## config.mk

```make
export PLATFORM = sky130hd
export DESIGN_NAME = keyed_slot_table
export DESIGN_NICKNAME = d
export VERILOG_FILES = /design/src/design/kst_pkg.sv /design/src/design/kst_ram.sv /design/src/design/keyed_slot_table.sv
export SDC_FILE = /design/constraint.sdc
export NUM_CORES = 1
export LEC_CHECK = 0
export BUFFER_PORTS_ARGS = -buffer_cell sky130_fd_sc_hd__buf_4
export CAP_MARGIN = 25
export CORE_AREA = 2 2 303 305
export DETAILED_ROUTE_END_ITERATION = 10
export DIE_AREA = 0 0 305 307
export HOLD_SLACK_MARGIN = 0.1
export PLACE_DENSITY = 0.68
export SYNTH_ARGS = -nofsm -noshare
export SYNTH_HDL_FRONTEND = slang
export SYNTH_SLANG_ARGS = --single-unit
```

## constraint.sdc

```tcl
create_clock -name clk -period 10.07 [get_ports clk]
set_input_delay 1.5105 -clock clk [delete_from_list [all_inputs] [get_ports clk]]
set_output_delay 1.5105 -clock clk [all_outputs]
set_load 0.02 [all_outputs]
```

## src/design/kst_pkg.sv

```systemverilog
package kst_pkg;

  localparam int KeyWidth  = 16;
  localparam int DataWidth = 32;

  localparam logic [1:0] MODE_ADD    = 2'd0;
  localparam logic [1:0] MODE_FIND   = 2'd1;
  localparam logic [1:0] MODE_REMOVE = 2'd2;
  localparam logic [1:0] MODE_CLEAR  = 2'd3;

  localparam logic [2:0] ST_OK        = 3'd0;
  localparam logic [2:0] ST_NOT_FOUND = 3'd1;
  localparam logic [2:0] ST_FULL      = 3'd2;
  localparam logic [2:0] ST_DUPLICATE = 3'd3;
  localparam logic [2:0] ST_EMPTY     = 3'd4;

  typedef struct packed {
    logic                 vld;
    logic [KeyWidth-1:0]  key;
    logic [DataWidth-1:0] data;
  } entry_t;

endpackage

```

## src/design/kst_ram.sv

```systemverilog
module kst_ram #(
  parameter int DEPTH = 16,
  parameter int AW    = 4
) (
  input  logic            clk,
  input  logic            wr_en,
  input  logic [AW-1:0]   wr_addr,
  input  kst_pkg::entry_t wr_entry,
  input  logic            rd_en,
  input  logic [AW-1:0]   rd_addr,
  output kst_pkg::entry_t rd_entry
);
  import kst_pkg::*;

  entry_t mem [DEPTH];

  always_ff @(posedge clk) begin
    if (wr_en) begin
      mem[wr_addr] <= wr_entry;
    end
  end

  // Read sees the old contents when the same entry is written on the same edge.
  always_ff @(posedge clk) begin
    if (rd_en) begin
      rd_entry <= mem[rd_addr];
    end
  end

endmodule

```

## src/design/keyed_slot_table.sv

```systemverilog
// Add and find scan the active slots one per cycle; the next item is accepted only after
// the result has been registered and the hold state has passed. Remove reads and clears
// the indexed entry (an index beyond the table skips the read); clear sweeps all SLOTS
// entries. A result still waiting holds the next one back.
// Reset is synchronous; afterwards a clearing pass marks every slot empty while no item
// is accepted (configuration writes are still taken).
module keyed_slot_table #(
  parameter int SLOTS = 16
) (
  input  logic        clk,
  input  logic        rst,
  input  logic        cfg_wr_en,
  input  logic [4:0]  cfg_wr_data,
  input  logic        in_valid,
  output logic        in_ready,
  input  logic [1:0]  mode,
  input  logic [15:0] key_id,
  input  logic [31:0] entry_data,
  input  logic [3:0]  slot_index,
  output logic        out_valid,
  input  logic        out_ready,
  output logic [2:0]  status,
  output logic [3:0]  slot_out,
  output logic [31:0] data_out,
  output logic [4:0]  live_count
);
  import kst_pkg::*;

  localparam int IW = $clog2(SLOTS);
  localparam int CW = $clog2(SLOTS + 1);

  typedef enum logic [5:0] {
    S_SWEEP  = 6'b000001,
    S_IDLE   = 6'b000010,
    S_SCAN   = 6'b000100,
    S_RCHK   = 6'b001000,
    S_FINISH = 6'b010000,
    S_HOLD   = 6'b100000
  } state_t;

  state_t state;

  logic [4:0]           cfg_active;
  logic [CW-1:0]        lim, lim_next;
  logic [1:0]           mode_r;
  logic [KeyWidth-1:0]  key_r;
  logic [DataWidth-1:0] data_r;
  logic [IW-1:0]        ridx;
  logic                 init;
  logic [IW-1:0]        sw;
  logic [CW-1:0]        iss;
  logic [IW-1:0]        chk;
  logic                 pend;
  logic                 found_free;
  logic [IW-1:0]        free_idx;
  logic                 hit;
  logic [IW-1:0]        hit_idx;
  logic [DataWidth-1:0] hit_data;
  logic [CW-1:0]        count;
  logic [2:0]           st_r;
  logic [IW-1:0]        slot_r;
  logic [DataWidth-1:0] dout_r;

  logic        accept;
  logic        idx_in_range;
  logic [31:0] idx_wide;

  logic          rd_en, wr_en;
  logic [IW-1:0] rd_addr, wr_addr;
  entry_t        wr_entry, rd_entry;

  assign in_ready     = (state == S_IDLE);
  assign accept       = in_valid && in_ready;
  assign idx_wide     = 32'(slot_index);
  assign idx_in_range = (idx_wide < SLOTS);

  always_comb begin
    if (cfg_active == 5'd0) begin
      lim_next = CW'(1);
    end else if (32'(cfg_active) > SLOTS) begin
      lim_next = CW'(SLOTS);
    end else begin
      lim_next = CW'(cfg_active);
    end
  end

  always_comb begin
    rd_en   = 1'b0;
    rd_addr = iss[IW-1:0];
    if (accept && mode == MODE_REMOVE && idx_in_range) begin
      rd_en   = 1'b1;
      rd_addr = idx_wide[IW-1:0];
    end else if (state == S_SCAN && iss < lim) begin
      rd_en = 1'b1;
    end
  end

  always_comb begin
    wr_en    = 1'b0;
    wr_addr  = sw;
    wr_entry = '{vld: 1'b1, key: key_r, data: data_r};
    case (state)
      S_SWEEP: begin
        wr_en    = 1'b1;
        wr_entry = '{vld: 1'b0, key: key_r, data: data_r};
      end
      S_SCAN: begin
        if (iss == lim && !pend && mode_r == MODE_ADD && found_free && !hit) begin
          wr_en   = 1'b1;
          wr_addr = free_idx;
        end
      end
      S_RCHK: begin
        if (rd_entry.vld) begin
          wr_en    = 1'b1;
          wr_addr  = ridx;
          wr_entry = '{vld: 1'b0, key: rd_entry.key, data: rd_entry.data};
        end
      end
      default: begin
      end
    endcase
  end

  kst_ram #(
    .DEPTH (SLOTS),
    .AW    (IW)
  ) u_ram (
    .clk      (clk),
    .wr_en    (wr_en),
    .wr_addr  (wr_addr),
    .wr_entry (wr_entry),
    .rd_en    (rd_en),
    .rd_addr  (rd_addr),
    .rd_entry (rd_entry)
  );

  always_ff @(posedge clk) begin
    if (rst) begin
      cfg_active <= 5'd16;
    end else if (cfg_wr_en) begin
      cfg_active <= cfg_wr_data;
    end
  end

  always_ff @(posedge clk) begin
    if (rst) begin
      state     <= S_SWEEP;
      init      <= 1'b1;
      sw        <= '0;
      count     <= '0;
      pend      <= 1'b0;
      out_valid <= 1'b0;
    end else begin
      pend <= rd_en;
      if (rd_en) begin
        chk <= rd_addr;
      end
      if (out_valid && out_ready && state != S_FINISH) begin
        out_valid <= 1'b0;
      end
      case (state)
        S_SWEEP: begin
          if (sw == IW'(SLOTS - 1)) begin
            sw    <= '0;
            init  <= 1'b0;
            state <= init ? S_IDLE : S_FINISH;
          end else begin
            sw <= sw + 1'b1;
          end
        end
        S_IDLE: begin
          if (accept) begin
            mode_r     <= mode;
            key_r      <= key_id;
            data_r     <= entry_data;
            ridx       <= idx_wide[IW-1:0];
            lim        <= lim_next;
            iss        <= '0;
            found_free <= 1'b0;
            hit        <= 1'b0;
            slot_r     <= '0;
            dout_r     <= '0;
            case (mode)
              MODE_ADD, MODE_FIND: begin
                st_r  <= ST_OK;
                state <= S_SCAN;
              end
              MODE_REMOVE: begin
                if (idx_in_range) begin
                  st_r  <= ST_OK;
                  state <= S_RCHK;
                end else begin
                  st_r  <= ST_EMPTY;
                  state <= S_FINISH;
                end
              end
              default: begin
                st_r  <= ST_OK;
                count <= '0;
                state <= S_SWEEP;
              end
            endcase
          end
        end
        S_SCAN: begin
          if (rd_en) begin
            iss <= iss + 1'b1;
          end
          if (pend) begin
            if (!rd_entry.vld && !found_free) begin
              found_free <= 1'b1;
              free_idx   <= chk;
            end
            if (rd_entry.vld && rd_entry.key == key_r && !hit) begin
              hit      <= 1'b1;
              hit_idx  <= chk;
              hit_data <= rd_entry.data;
            end
          end
          if (iss == lim && !pend) begin
            // Every active slot has been seen: decide and commit.
            state <= S_FINISH;
            if (mode_r == MODE_ADD) begin
              if (!found_free) begin
                st_r <= ST_FULL;
              end else if (hit) begin
                st_r <= ST_DUPLICATE;
              end else begin
                slot_r <= free_idx;
                count  <= count + 1'b1;
              end
            end else if (hit) begin
              slot_r <= hit_idx;
              dout_r <= hit_data;
            end else begin
              st_r <= ST_NOT_FOUND;
            end
          end
        end
        S_RCHK: begin
          if (rd_entry.vld) begin
            count <= count - 1'b1;
          end else begin
            st_r <= ST_EMPTY;
          end
          state <= S_FINISH;
        end
        S_FINISH: begin
          // Hold the result until the output register is free.
          if (!out_valid || out_ready) begin
            status     <= st_r;
            slot_out   <= 4'(slot_r);
            data_out   <= dout_r;
            live_count <= 5'(count);
            out_valid  <= 1'b1;
            state      <= S_HOLD;
          end
        end
        S_HOLD: begin
          state <= S_IDLE;
        end
        default: begin
          state <= S_IDLE;
        end
      endcase
    end
  end

endmodule

```

**After elaboration in Yosys (flattened, before gate mapping)**

Memory sizes are Yosys's and may differ from the RTL's. A register that Yosys moved wholly into a read port is not among the register bits.
Cells that the tools add are included.

- Memory bits (read-only): 0
- Latch bits: 0
- Output and inout port bits: 46
- Input bits: 64
- Logic and storage cells: 175
- Register bits after elaboration: 216
- Memory bits (writable): 784
- Memories: 1

Memory list:

| memory | depth | width | read ports | clocked after Yosys merged registers in | write ports | line | RTL |
|---|---|---|---|---|---|---|---|
| u_ram.mem | 16 | 49 | 1 | 1 | 1 | kst_ram.sv:15 | `entry_t mem [DEPTH];` |

- Shifts and indexed selects: 0
- Reduce and logical (&&, ||, !) cells: 41
- Add/sub/neg operators: 4
- Mux-type cells: 66
- Divide/modulo/power cells: 0
- Multipliers: 0
- Bitwise gates (word level): 1
- $lt $le $gt $ge: 3
- Equality and inequality tests: 32

Operator list:

| kind | count |
|---|---|
| 32-bit two-way mux | 4 |
| 49-bit one-hot mux with 2 select lines | 1 |
| 32-bit one-hot mux with 2 select lines | 1 |
| 5-bit two-way mux | 12 |
| 49-bit two-way mux | 1 |
| 4-bit two-way mux | 10 |
| 6-bit one-hot mux with 5 select lines | 1 |
| 3-bit two-way mux | 9 |
| 6-bit two-way mux | 4 |
| 2-bit inequality test (second input constant) | 10 |
| 5-bit one-hot mux with 2 select lines | 2 |
| 16-bit == test | 1 |
| 4-bit one-hot mux with 2 select lines | 2 |
| 4-bit AND reduction | 4 |
| 5-bit one-hot mux with 3 select lines | 1 |
| 1-bit two-way mux | 14 |
| 7-bit AND reduction | 2 |
| 1-bit logical AND | 13 |
| 2-bit by 1-bit inequality test with 1-bit output (second input constant) | 6 |
| 5-bit by 1-bit adder with 5-bit output (second input constant) | 2 |
| 5-bit AND reduction | 2 |
| 3-bit one-hot mux with 3 select lines | 1 |
| 8-bit AND reduction | 1 |
| 6-bit by 1-bit == test with 1-bit output (second input constant) | 1 |
| 31 further kinds | 42 |

**Logic depth before layout (Yosys ltp)**

- Depth in word-level cells: 9
- Gate-level depth with buffers: 10
- Depth with buffers taken out: 9

**Hierarchy**

Synthesis repeated with hierarchy kept, for this count alone.

- Cell total of the unflattened synthesis: 1917
- Area total of the unflattened synthesis: 39412.8 um^2

Modules (own cells, without submodules):

| module | instances | cells each | area each (um^2) | sequential area each (um^2) |
|---|---|---|---|---|
| kst_ram | 1 | 1268 | 30827.1 | 25014.0 |
| keyed_slot_table | 1 | 649 | 8585.7 | 6256.0 |

**Worst setup path before layout**

No wires, ideal clock.

- Path kind: register to register
- Start: reg iss[0]
- End: mem u_ram.mem[0][0] (netlist bit) (enable)
- Setup time: 0.577 ns
- Period minus slack after synthesis: 8.090 ns
- Cell stages (with the launch flop): 11
- Data arrival time: 7.513 ns
- Path buffers: 3
- Slack: 1.980 ns
- Required time: 9.493 ns
- Cells stage by stage: edfxtp_1 > clkbuf_1 > buf_2 > clkbuf_1 > inv_1 > ha_1 > nor2b_1 > a311o_1 > nand2_1 > a221o_1 > nor4_1

- Cells in the longest elaborated chain, start to end: 9
- Elaborated cells on any way between the ends: 11
- Those cells by class: 1 x eq/ne; 6 x mux; 4 x reduce/logical

Ends and longest elaborated chain:

| item | line | RTL |
|---|---|---|
| start, declared | keyed_slot_table.sv:51 | `logic [CW-1:0] iss;` |
| start signal, assigned | keyed_slot_table.sv:208 | `iss <= iss + 1'b1;` |
| 5-bit == test (*) | keyed_slot_table.sv:108 | `if (iss == lim && !pend && mode_r == MODE_ADD && found_free && !hit) begin` |
| 1-bit logical AND (*) (4 in a row) | keyed_slot_table.sv:108 |  |
| 1-bit two-way mux | keyed_slot_table.sv:108 |  |
| 1-bit one-hot mux with 3 select lines | keyed_slot_table.sv:102 | `case (state)` |
| 1-bit two-way mux | kst_ram.sv:18 | `if (wr_en) begin` |
| 1-bit two-way mux (not written as such) | kst_ram.sv:19 | `mem[wr_addr] <= wr_entry;` |
| end, declared | kst_ram.sv:15 |  |

Mark *: on every way between the ends. The rest lies on a longest branch, timed or not.

**Worst setup path after layout**

- Start: reg iss[0]
- End: mem u_ram.mem[11][14] (netlist bit) (enable)

The elaborated chain is that of the path after synthesis.

==> impl_metrics.csv <==
group,metric,value,unit
finish,fillers,6551,
finish,multi_input_area,14900,um^2
global_route,track_usage,24.5,%
timing,period_needed,4810,ps
synth,avgSynthCellArea,19.7,um^2
setup_path,crit_type,"flop to flop",
synth,yosys-top-cells-area,"edfxtp_1 66%, mux4_2 19%, mux2i_1 5.4%",
routing,avgViaCountPerCell,6.46,
finish,register_area,31300,um^2
synth,synth_seq_area_share,66.9,%
clock_tree,post_cts.repair.setup_buffers,0,
timing,rsz0062_at_grt,"false",
global_route,grt_pass1_vias,25800,
synth,syn-cell-area,46700,um^2
clock_tree,clkSinkCount,1049,
clock_tree,cts_max_level,3,
power,leakagePower,16.8,nW
timing,fin_crit_sh,47.8,%
clock_tree,clk_latency,690,ps
synth,synth_edf_count,1026,
min_path,hp-start,"dout_r[5]",
routing,drtPass1Iterations,7,
place,dp_slack,5120,ps
place,io_buffers,109,
synth,ys_warn_count,0,
clock_tree,clk_pin_slew,60,ps
run_status,outcome,"complete, no violations",
setup_path,rrSetupSlack,5260,ps
synth,synthArstFlopShare,0,%
power,power.density,197,nW/um^2
timing,fmax,0.208,GHz
die,io_pins,110,
global_route,antenna_found_initial,2,
die,start_util,51.5,%
min_path,holdPathStages,0,
die,num_rows,111,
timing,final-hold-violation-count,0,
place,dpl.cell_count,3575,
synth,yosys.cell_count.top_type,"edfxtp_1",
clock_tree,clockBufferDepth,3,
power,power,10.3,mW
min_path,whs_endpoint,"data_out[5]",
timing,layout_setup_ws,5260,ps
die,dieArea,93600,um^2
place,place.detailed.hpwl,57600,um
finish,drive_gt1_share,31.6,%
power,max-vdd-ir-drop,185,uV
timing,timing.final.max_slew_violations,0,
setup_path,r2r_start,"iss[0]",
die,core,90700,um^2
clock_tree,postCtsHoldBufs,0,
clock_tree,cts_made_buffers,107,
routing,drt_iter0_markers,2597,
finish,antenna_cells,0,
synth,synth_common_cells,"1026 x edfxtp_1, 392 x mux4_2, 254 x mux2i_1",
timing,worstMarginPinSlew,1090,ps
finish,fin_nets,2578,
clock_tree,post_cts_resized,0,
routing,drt_wl_total,114000,um
die,die_w,305,um
synth,synth_fp_nets,2447,
timing,fin_worst_skew,34.2,ps
clock_tree,cts-root-buf,"clkbuf_16",
synth,syn_inst,2370,
clock_tree,cts_tree,"built",
place,place_congestion,0.849,
setup_path,rr_endpoint,"u_ram.mem[11][14]",
synth,ys.flop_type,"edfxtp_1",
finish,final_area,52600,um^2
synth,synth_area_leader_cell,"edfxtp_1",
finish,synthToLayoutAreaGrowth,12.6,%
routing,detailroute.via_count,24400,
synth,ys_seq_elements,1049,
place,dpl_cell_area,49100,um^2
die,fp.dieH,307,um
setup_path,worstSetupStartpointType,"flop",
routing,drc,0,
synth,synthDistinctLibCells,54,
setup_path,crit_arrival,5110,ps
routing,wire_per_inst,30.1,um
setup_path,critPathMaxFanout,41,
setup_path,reg2reg_depth,8,
global_route,grt.overflow.total,0,
finish,final_cell_count_no_fill,3777,
global_route,grt_max_degree,148,
setup_path,required,10370,ps
timing,setup_tns,0,ps
timing,setup-violations-final,0,
synth,netlist.area_leader.share,65.9,%
routing,detail-route-antenna-nets,0,
min_path,hold_class,"flop to flop",
setup_path,end_kind,"flop",
global_route,grt_pass1_wl,168000,um
run,cap_viol_max_count,0,
timing,slew_headroom,27.3,%
## placed cells by master, fill, tap and decap left out, types with 11 or more instances in the layout
cell       count
mux4_2       392
clkbuf_16    109
buf_4        163
nand2_1      162
xnor2_1       14
mux2_1        31
and3_1        33
clkbuf_1      26
mux2_2        59
inv_1         18
o21ai_0       11
clkinv_1      21
ha_1          12
a21oi_1       17
edfxtp_1    1026
nor2_1        31
nor3_2        11
dfxtp_1       23
mux2i_1      254
clkinv_2      21
## metrics by stage
stage                     utilization (%)  hold WS [ps]
after floorplan                         -           400
after global placement               54.1           404
after detailed placement             54.1           405
after CTS                            57.9           418
after global routing                 58.0           427
final                                58.0           418
## worst max-delay path by stage
stage	startpoint	to
after CTS	iss[0]	u_ram.mem[11][14]
final	iss[0]	u_ram.mem[11][14]
after global placement	mode[0]	u_ram.rd_entry[16]
after global routing	iss[0]	u_ram.mem[11][15]
after floorplan	iss[0]	u_ram.mem[0][0]
after detailed placement	mode[0]	u_ram.rd_entry[32]
## power by group
group	leakage (nW)	total, mW	switching (mW)	internal [mW]
logic	5.63	1.14	0.660	0.480
registers	9.42	5.26	0.127	5.13
clock network	1.71	3.95	1.67	2.27
## registers in the layout (all words and copies together), names as in the netlist, 6 cells and up
register / cells
data_out: 32
data_r: 32
dout_r: 32
hit_data: 32
key_r: 16
state: 6
u_ram.mem: 784
u_ram.rd_entry: 49
## worst max-delay path, stage by stage, from the launching register on
cell      delay (ps)
edfxtp_1         880
inv_1            150
ha_1             350
nor4bb_1         260
and4_1           290
a221o_1          190
or3b_2           550
nor3_2           810
buf_4            860
## cell families (layout without fill, tap and decap cells)
group	Yosys count	count (layout)	synth area share [%]
multiplexers	745	745	26.8
XOR/XNOR	22	22	0.412
adder cells (fa/ha/maj)	13	13	0.364
AO/OA/AOI/OAI	55	55	0.771
buffers and inverters	170	391	1.53
AND/OR/NAND/NOR	316	316	3.21
flip-flops	1049	1049	66.9
## metal layers
metal | part of all wire [%] | track usage [%] | vias up | routed length, um
met5 | 0 | 0 | - | 0
met1 | 40 | 33.4 | 13000 | 45200
met2 | 50 | 40.8 | 1075 | 56500
li1 | - | - | 10200 | -
met3 | 7.9 | 4.57 | 197 | 9030
met4 | 2.6 | 7.32 | 0 | 2930
## layout make-up
cell class | count | area share, %
clock inverters | 57 | 1.09
well taps | 1186 | 2.82
clock buffers | 142 | 5.55
flip-flops and latches | 1049 | 59.4
repair buffers | 172 | 2.70
inverters | 20 | 0.145
multi-input cells | 1151 | 28.3
No activity file was read; power rests on OpenSTA's default activity.
